===== config.mk =====
export PLATFORM = sky130hd
export DESIGN_NAME = three_band_pole_splitter
export DESIGN_NICKNAME = d
export VERILOG_FILES = /design/src/hdl/tbps_pkg.sv /design/src/hdl/three_band_pole_splitter.sv
export SDC_FILE = /design/constraint.sdc
export NUM_CORES = 2
export LEC_CHECK = 0
export BUFFER_PORTS_ARGS = -buffer_cell sky130_fd_sc_hd__buf_2
export CAP_MARGIN = 20
export CORE_MARGIN = 1
export CORE_UTILIZATION = 40
export CTS_BUF_LIST = sky130_fd_sc_hd__clkbuf_8
export DETAILED_ROUTE_END_ITERATION = 6
export GPL_ROUTABILITY_DRIVEN = 0
export GPL_TIMING_DRIVEN = 0
export PLACE_DENSITY = 0.58
export SETUP_SLACK_MARGIN = 0.15
export SLEW_MARGIN = 15
export SYNTH_ARGS = -nofsm -noshare
export SYNTH_HDL_FRONTEND = slang
export SYNTH_SLANG_ARGS = --single-unit

===== constraint.sdc =====
create_clock -name clk -period 18.95 [get_ports clk]
set_input_delay 2.8425 -clock clk [delete_from_list [all_inputs] [get_ports clk]]
set_output_delay 2.8425 -clock clk [all_outputs]
set_load 0.05 [all_outputs]

===== src/hdl/tbps_pkg.sv =====
// Package for the three-band pole splitter: widths, register indexes and the
// saturation helpers shared by the datapath.
// Depends on nothing.
package tbps_pkg;

	localparam int SAMPLE_BITS  = 24;
	localparam int COEFF_BITS   = 17;
	localparam int COEFF_FRAC   = 16;
	localparam int STAGE_BITS   = 32;
	localparam int NUM_STAGES   = 4;
	localparam int DELAY_TAPS   = 3;
	localparam int NUM_CHANNELS = 2;

	// Derived widths.
	localparam int CH_BITS     = $clog2(NUM_CHANNELS);
	localparam int STG_BITS    = $clog2(2 * NUM_STAGES);
	localparam int TAP_BITS    = $clog2(DELAY_TAPS);
	localparam int DIFF_BITS   = STAGE_BITS + 1;
	localparam int PROD_BITS   = COEFF_BITS + 1 + DIFF_BITS;
	localparam int STEP_BITS   = PROD_BITS - COEFF_FRAC;
	localparam int SUM_BITS    = STEP_BITS + 1;
	localparam int BAND_BITS   = STAGE_BITS + 1;
	localparam int ST_DEPTH    = NUM_CHANNELS * 2 * NUM_STAGES;
	localparam int DLY_DEPTH   = NUM_CHANNELS * (2 ** TAP_BITS);

	// Configuration register indexes.
	localparam int CFG_INDEX_BITS = 2;
	localparam logic [CFG_INDEX_BITS-1:0] REG_LOWER_COEFF = 2'd0;
	localparam logic [CFG_INDEX_BITS-1:0] REG_UPPER_COEFF = 2'd1;

	typedef logic signed [STAGE_BITS-1:0]  stage_t;
	typedef logic signed [SAMPLE_BITS-1:0] sample_t;

	// Clamp a stage sum to the signed stage range.
	function automatic stage_t sat_stage(input logic signed [SUM_BITS-1:0] v);
		logic [SUM_BITS-STAGE_BITS:0] top;
		stage_t res;
		top = v[SUM_BITS-1:STAGE_BITS-1];
		if ((&top) || !(|top)) begin
			res = v[STAGE_BITS-1:0];
		end else if (v[SUM_BITS-1]) begin
			res = {1'b1, {(STAGE_BITS-1){1'b0}}};
		end else begin
			res = {1'b0, {(STAGE_BITS-1){1'b1}}};
		end
		return res;
	endfunction

	// Clamp a band value to the signed sample range.
	function automatic sample_t sat_sample(input logic signed [BAND_BITS-1:0] v);
		logic [BAND_BITS-SAMPLE_BITS:0] top;
		sample_t res;
		top = v[BAND_BITS-1:SAMPLE_BITS-1];
		if ((&top) || !(|top)) begin
			res = v[SAMPLE_BITS-1:0];
		end else if (v[BAND_BITS-1]) begin
			res = {1'b1, {(SAMPLE_BITS-1){1'b0}}};
		end else begin
			res = {1'b0, {(SAMPLE_BITS-1){1'b1}}};
		end
		return res;
	endfunction

endpackage


===== src/hdl/three_band_pole_splitter.sv =====
// A new item is accepted only in the idle state, so the block takes no new item
// until the last one is loaded into the output register; the eight one-pole updates
// share one multiplier and the stage memory, which has one read and one write port.
// Reset clears the sequencer, the coefficients, the delay pointers and the
// valid bits of both state memories; entries not yet written read as zero.
// No clearing pass is needed, so items are taken right after reset.
// Three-band splitter top level: sequencer, stage memory, delay memory and
// the shared multiply-round-saturate datapath. Depends on tbps_pkg.
module three_band_pole_splitter
	import tbps_pkg::*;
(
	input  logic                          clk,
	input  logic                          arst_n,
	// Configuration write channel.
	input  logic                          cfg_valid,
	output logic                          cfg_ready,
	input  logic [CFG_INDEX_BITS-1:0]     cfg_index,
	input  logic [COEFF_BITS-1:0]         cfg_data,
	// Input stream.
	input  logic                          s_axis_tvalid,
	output logic                          s_axis_tready,
	input  logic [SAMPLE_BITS-1:0]        s_axis_tdata,   // sample
	input  logic [0:0]                    s_axis_tuser,   // channel_select
	// Result stream.
	output logic                          m_axis_tvalid,
	input  logic                          m_axis_tready,
	output logic [3*SAMPLE_BITS-1:0]      m_axis_tdata,   // low_band, high_band, mid_band
	output logic [0:0]                    m_axis_tuser    // channel_out
);

	localparam logic [1:0] ST_IDLE = 2'd0;
	localparam logic [1:0] ST_RD0  = 2'd1;
	localparam logic [1:0] ST_MUL  = 2'd2;
	localparam logic [1:0] ST_WR   = 2'd3;

	localparam logic [STG_BITS-1:0] STG_LAST_LOWER = STG_BITS'(NUM_STAGES - 1);
	localparam logic [STG_BITS-1:0] STG_LAST       = STG_BITS'(2 * NUM_STAGES - 1);
	localparam logic [TAP_BITS-1:0] TAP_LAST       = TAP_BITS'(DELAY_TAPS - 1);

	logic [1:0]                 state_q;
	logic [STG_BITS-1:0]        stg_q;
	logic [CH_BITS-1:0]         ch_q;
	logic                       sel_q;
	sample_t                    x_q;
	stage_t                     prev_q;
	stage_t                     stage_q;
	stage_t                     lo_q;
	logic signed [PROD_BITS-1:0] p_q;
	logic [COEFF_BITS-1:0]      lower_coeff_q;
	logic [COEFF_BITS-1:0]      upper_coeff_q;
	logic [TAP_BITS-1:0]        dly_ptr_q [NUM_CHANNELS];

	// Stage memory and its valid bits.
	stage_t                     st_mem [ST_DEPTH];
	logic [ST_DEPTH-1:0]        st_vld_q;
	stage_t                     st_rd_q;
	logic                       st_rd_vld_q;
	logic                       st_rd_en;
	logic [CH_BITS+STG_BITS-1:0] st_rd_addr;
	logic                       st_we;
	logic [CH_BITS+STG_BITS-1:0] st_wr_addr;

	// Delay memory and its valid bits.
	sample_t                    dly_mem [DLY_DEPTH];
	logic [DLY_DEPTH-1:0]       dly_vld_q;
	sample_t                    dly_rd_q;
	logic                       dly_rd_vld_q;
	logic [CH_BITS+TAP_BITS-1:0] dly_addr;

	logic                       out_vld_q;
	logic                       out_sel_q;
	sample_t                    low_q;
	sample_t                    high_q;
	sample_t                    mid_q;

	logic                       in_xfer;
	logic                       out_free;
	logic                       last_wr;
	logic                       advance;
	stage_t                     stage_old;
	logic signed [DIFF_BITS-1:0] diff;
	logic [COEFF_BITS-1:0]      coeff;
	logic signed [PROD_BITS-1:0] prod;
	logic signed [PROD_BITS-1:0] rounded;
	logic signed [STEP_BITS-1:0] step;
	logic signed [SUM_BITS-1:0] sum;
	stage_t                     stage_new;
	sample_t                    oldest;

	assign cfg_ready     = 1'b1;
	assign s_axis_tready = (state_q == ST_IDLE);
	assign in_xfer       = s_axis_tvalid && s_axis_tready;
	assign out_free      = !out_vld_q || m_axis_tready;
	assign last_wr       = (state_q == ST_WR) && (stg_q == STG_LAST);
	// The last stage waits until the output register can take the result.
	assign advance       = (state_q == ST_WR) && (!last_wr || out_free);

	// Configuration registers.
	always_ff @(posedge clk or negedge arst_n) begin
		if (!arst_n) begin
			lower_coeff_q <= '0;
			upper_coeff_q <= '0;
		end else if (cfg_valid && cfg_ready) begin
			unique case (cfg_index)
				REG_LOWER_COEFF: lower_coeff_q <= cfg_data;
				REG_UPPER_COEFF: upper_coeff_q <= cfg_data;
				default: ;
			endcase
		end
	end

	// Sequencer: one read ahead, then a multiply state and a write state per stage.
	always_ff @(posedge clk or negedge arst_n) begin
		if (!arst_n) begin
			state_q <= ST_IDLE;
			stg_q   <= '0;
		end else begin
			unique case (state_q)
				ST_IDLE: begin
					stg_q <= '0;
					if (in_xfer) begin
						state_q <= ST_RD0;
					end
				end
				ST_RD0: state_q <= ST_MUL;
				ST_MUL: state_q <= ST_WR;
				ST_WR: begin
					if (advance) begin
						if (last_wr) begin
							state_q <= ST_IDLE;
						end else begin
							state_q <= ST_MUL;
							stg_q   <= stg_q + 1'b1;
						end
					end
				end
				default: state_q <= ST_IDLE;
			endcase
		end
	end

	// Item registers: channel, sample and the drive of the next stage.
	always_ff @(posedge clk) begin
		if (in_xfer) begin
			sel_q  <= s_axis_tuser[0];
			ch_q   <= CH_BITS'(s_axis_tuser[0]);
			x_q    <= s_axis_tdata;
			prev_q <= STAGE_BITS'(signed'(s_axis_tdata));
		end else if (advance) begin
			if (stg_q == STG_LAST_LOWER) begin
				prev_q <= STAGE_BITS'(x_q);
				lo_q   <= stage_new;
			end else begin
				prev_q <= stage_new;
			end
		end
	end

	// Stage memory addressing: stage i+1 is read while stage i is written.
	assign st_rd_en   = (state_q == ST_RD0) || (advance && !last_wr);
	assign st_rd_addr = (state_q == ST_RD0) ? {ch_q, {STG_BITS{1'b0}}}
	                                        : {ch_q, stg_q + 1'b1};
	assign st_we      = (state_q == ST_WR);
	assign st_wr_addr = {ch_q, stg_q};

	always_ff @(posedge clk) begin
		if (st_rd_en) begin
			st_rd_q <= st_mem[st_rd_addr];
		end
		if (st_we) begin
			st_mem[st_wr_addr] <= stage_new;
		end
	end

	always_ff @(posedge clk or negedge arst_n) begin
		if (!arst_n) begin
			st_vld_q    <= '0;
			st_rd_vld_q <= 1'b0;
		end else begin
			if (st_rd_en) begin
				st_rd_vld_q <= st_vld_q[st_rd_addr];
			end
			if (st_we) begin
				st_vld_q[st_wr_addr] <= 1'b1;
			end
		end
	end

	// Delay line as a ring per channel: the oldest tap is read and replaced.
	assign dly_addr = {ch_q, dly_ptr_q[ch_q]};

	always_ff @(posedge clk) begin
		if (state_q == ST_RD0) begin
			dly_rd_q         <= dly_mem[dly_addr];
			dly_mem[dly_addr] <= x_q;
		end
	end

	always_ff @(posedge clk or negedge arst_n) begin
		if (!arst_n) begin
			dly_vld_q    <= '0;
			dly_rd_vld_q <= 1'b0;
			for (int c = 0; c < NUM_CHANNELS; c++) begin
				dly_ptr_q[c] <= '0;
			end
		end else if (state_q == ST_RD0) begin
			dly_rd_vld_q        <= dly_vld_q[dly_addr];
			dly_vld_q[dly_addr] <= 1'b1;
			dly_ptr_q[ch_q]     <= (dly_ptr_q[ch_q] == TAP_LAST) ? '0
			                                                   : dly_ptr_q[ch_q] + 1'b1;
		end
	end

	assign oldest = dly_rd_vld_q ? dly_rd_q : '0;

	// Multiply cycle: difference to the drive times the cascade coefficient.
	assign stage_old = st_rd_vld_q ? st_rd_q : '0;
	assign diff      = DIFF_BITS'(prev_q) - DIFF_BITS'(stage_old);
	assign coeff     = stg_q[STG_BITS-1] ? upper_coeff_q : lower_coeff_q;
	assign prod      = PROD_BITS'(signed'({1'b0, coeff})) * PROD_BITS'(diff);

	always_ff @(posedge clk) begin
		if (state_q == ST_MUL) begin
			p_q     <= prod;
			stage_q <= stage_old;
		end
	end

	// Write cycle: round half up, drop the fraction, accumulate and saturate.
	assign rounded   = p_q + PROD_BITS'(1 << (COEFF_FRAC - 1));
	assign step      = rounded[PROD_BITS-1:COEFF_FRAC];
	assign sum       = SUM_BITS'(stage_q) + SUM_BITS'(step);
	assign stage_new = sat_stage(sum);

	// Output register, loaded when the last upper stage is written.
	always_ff @(posedge clk or negedge arst_n) begin
		if (!arst_n) begin
			out_vld_q <= 1'b0;
		end else if (last_wr && out_free) begin
			out_vld_q <= 1'b1;
		end else if (m_axis_tready) begin
			out_vld_q <= 1'b0;
		end
	end

	always_ff @(posedge clk) begin
		if (last_wr && out_free) begin
			out_sel_q <= sel_q;
			low_q     <= sat_sample(BAND_BITS'(lo_q));
			high_q    <= sat_sample(BAND_BITS'(oldest) - BAND_BITS'(stage_new));
			mid_q     <= sat_sample(BAND_BITS'(stage_new) - BAND_BITS'(lo_q));
		end
	end

	assign m_axis_tvalid = out_vld_q;
	assign m_axis_tdata  = {mid_q, high_q, low_q};
	assign m_axis_tuser  = out_sel_q;

endmodule


==> metrics <==
run status completed; die height 411.6 µm; Setup TNS 0 ps; Max Root-Sink Buffers 3; xor/xnor cell area share of the yosys netlist 2.780%; hpwl dp 148.8 mm; Vias/cell 5.405; sequential share of the synthesized area 46.91%; initial DRC count 3869; fin crit share 63.05%; drc violations 0; core footprint 165700 µm²; total wire length 195.1 mm; family with the most delay on the worst path compound AO/OA/AOI/OAI gates; Fin. Hold Viols 0; Slew Limit Headroom 16.99%; Placed Area 71380 µm²; Buf/Inv on CP 5; Yosys cell types 91; final worst slack 7002 ps; CP Class register to register; die area 169400 µm²; Post-CTS Resized 0; share of cells above drive strength 1 11.00%; Worst Max-Slew Pin Slew 1236 ps; Final ANT Viol Nets 0; Yosys reg bits 1060; Simple-Gate Fraction of Synth Area 9.235%; Synth Area in Adders 20.82%; largest family of logic cells by synthesized area adder cells; Max Freq 83.70 MHz; pre-CTS WS 7135 ps; die width 411.6 µm; Critical Path Most Common Cell fa_1; final setup fails 0; Startpoint Class register; worst hold path class register to register; Slowest cell on crit path fa_1; Post-synth EDFFs 990; Setup crit end kind register; H-tree levels 4; first-pass GRT wire length 290.7 mm; CTS buffer count 173; fin area 74800 µm²; vias post-DR 44680; Core Util, Final 45.13%; Initial Utilization 40.49%; Syn Nets 6430; RSZ-0062 raised after global routing no; Total GRT Usage 23.15%; Area Growth Syn to Fin 11.46%; mux cell area share after synthesis 6.507%; Max Transition Viols Final 0; Worst-path clk slew 60 ps; Mapped Cells 5587; Top FF cell, synth edfxtp_1; Required @ worst endpoint 19520 ps; Wirelength per Cell 23.60 µm; Ys Warns 0; Rows 149; root buffer cell clkbuf_8; Syn Area/Cell 12.01 µm²; crit-path max cell delay 560 ps; commonest non-fill, non-tap cells in the layout edfxtp_1 (990), inv_1 (828), nand2_1 (622); Compound-Gate Fraction of Synth Area 8.124%; Ports 125; CTS Hold Bufs 0; Clock Latency Late Sink 910 ps; Post-Syn Area 67110 µm²; CTS tree done; vias in the first global route 45650; crit-path max FO 10; buffers added on ports 123; net total in the final layout 6785; max-cap violation count 0; post-CTS setup repair buffer count 0; asr flop ratio synth 6.604%; most common cell after layout, fill and taps aside edfxtp_1; GR Overflow Total 0; initial antenna violation count 8; pin count of the biggest net entering global routing 37; TritonRoute pass-1 iters 7; # clock sinks 1060; skew final 50.09 ps; min Tclk post-route 11950 ps; critical path arrival 12520 ps
-- layout make-up --
| type | count | area, µm² |
|---|---|---|
| Antenna cell | 4 | 10.01 |
| Buffer | 230 | 909.6 |
| Clock buffer | 181 | 2491 |
| Clock inverter | 126 | 802.0 |
| Fill cell | 15130 | 90940 |
| Inverter | 762 | 2860 |
| Multi-Input combinational cell | 3535 | 32000 |
| Sequential cell | 1060 | 31480 |
| Tap cell | 2189 | 2739 |
| Timing Repair Buffer | 180 | 1501 |
-- through the flow --
stage,cells,hold WS (ps)
floorplan,5587,424.4
global placement,7899,432.2
detailed placement,7947,446.6
CTS,8254,468.0
global route,8265,478.2
finish,8267,470.5
-- path summary, 6_finish.rpt --
check,start,end,slack [ps],cells after the start
worst min-delay path,dly_vld_q[1],dly_vld_q[1],470,1
worst min register to register,dly_vld_q[1],dly_vld_q[1],470,1
min in group asynchronous,arst_n,m_axis_tvalid,1930,1
worst max register to register,st_rd_vld_q,p_q[50],7000,36
max in group asynchronous,arst_n,lower_coeff_q[10],16340,2
worst max-delay path,st_rd_vld_q,p_q[50],7000,36
-- sequential cells by signal, summed over array words and instances (netlist names), 4 cells and up --
register,count
dly_mem,192
dly_ptr_q,4
dly_rd_q,24
dly_vld_q,8
high_q,24
lo_q,32
low_q,24
lower_coeff_q,17
mid_q,24
p_q,36
prev_q,32
st_mem,512
st_rd_q,32
st_vld_q,16
stage_q,32
upper_coeff_q,17
x_q,24
-- Yosys cell counts (9+ instances only) --
library cell | number | area, µm²
edfxtp_1 | 990 | 29730
inv_1 | 760 | 2853
nand2_1 | 623 | 2338
fa_1 | 538 | 10770
nor2_1 | 318 | 1194
ha_1 | 256 | 3203
a21oi_1 | 217 | 1086
clkbuf_1 | 191 | 716.9
mux2i_1 | 170 | 1702
xnor2_1 | 136 | 1191
and2_1 | 133 | 832.1
a21o_1 | 132 | 991.0
o21ai_0 | 121 | 605.6
a211oi_1 | 112 | 840.8
mux2_2 | 78 | 878.3
xor2_1 | 77 | 674.4
mux4_2 | 76 | 1712
dfrtp_1 | 70 | 1752
a31oi_1 | 51 | 319.1
nand3_1 | 48 | 240.2
and3_1 | 47 | 294.0
nor2b_1 | 41 | 256.5
a311oi_1 | 35 | 306.5
nand2b_1 | 35 | 219.0
or2_2 | 31 | 193.9
nand4_1 | 28 | 175.2
o21ai_1 | 28 | 140.1
nor3_1 | 27 | 135.1
buf_1 | 24 | 90.09
o21bai_1 | 18 | 135.1
o21a_1 | 15 | 112.6
nor3b_1 | 9 | 67.56
-- cells by family after synthesis --
logic type	count (synthesis)
compound gates	826
xor+xnor	213
fa+ha+maj	794
buf+inv	992
flops	1060
mux	329
other cells	1
simple gates	1372
-- metal layers --
layer / wire length (µm) / GRT usage, % / part of all wire, % / vias to the layer above
met5: 7 / 0 / 0.0036 / -
met4: 7925 / 9.499 / 4.1 / 2
met3: 13990 / 4.235 / 7.2 / 332
li1: - / - / - / 19890
met1: 81540 / 30.78 / 42 / 22800
met2: 91630 / 37.28 / 47 / 1662
Power is left out: the tool's default activity adds up to more than one toggle a clock period on the data nets, which glitch-free logic cannot reach.
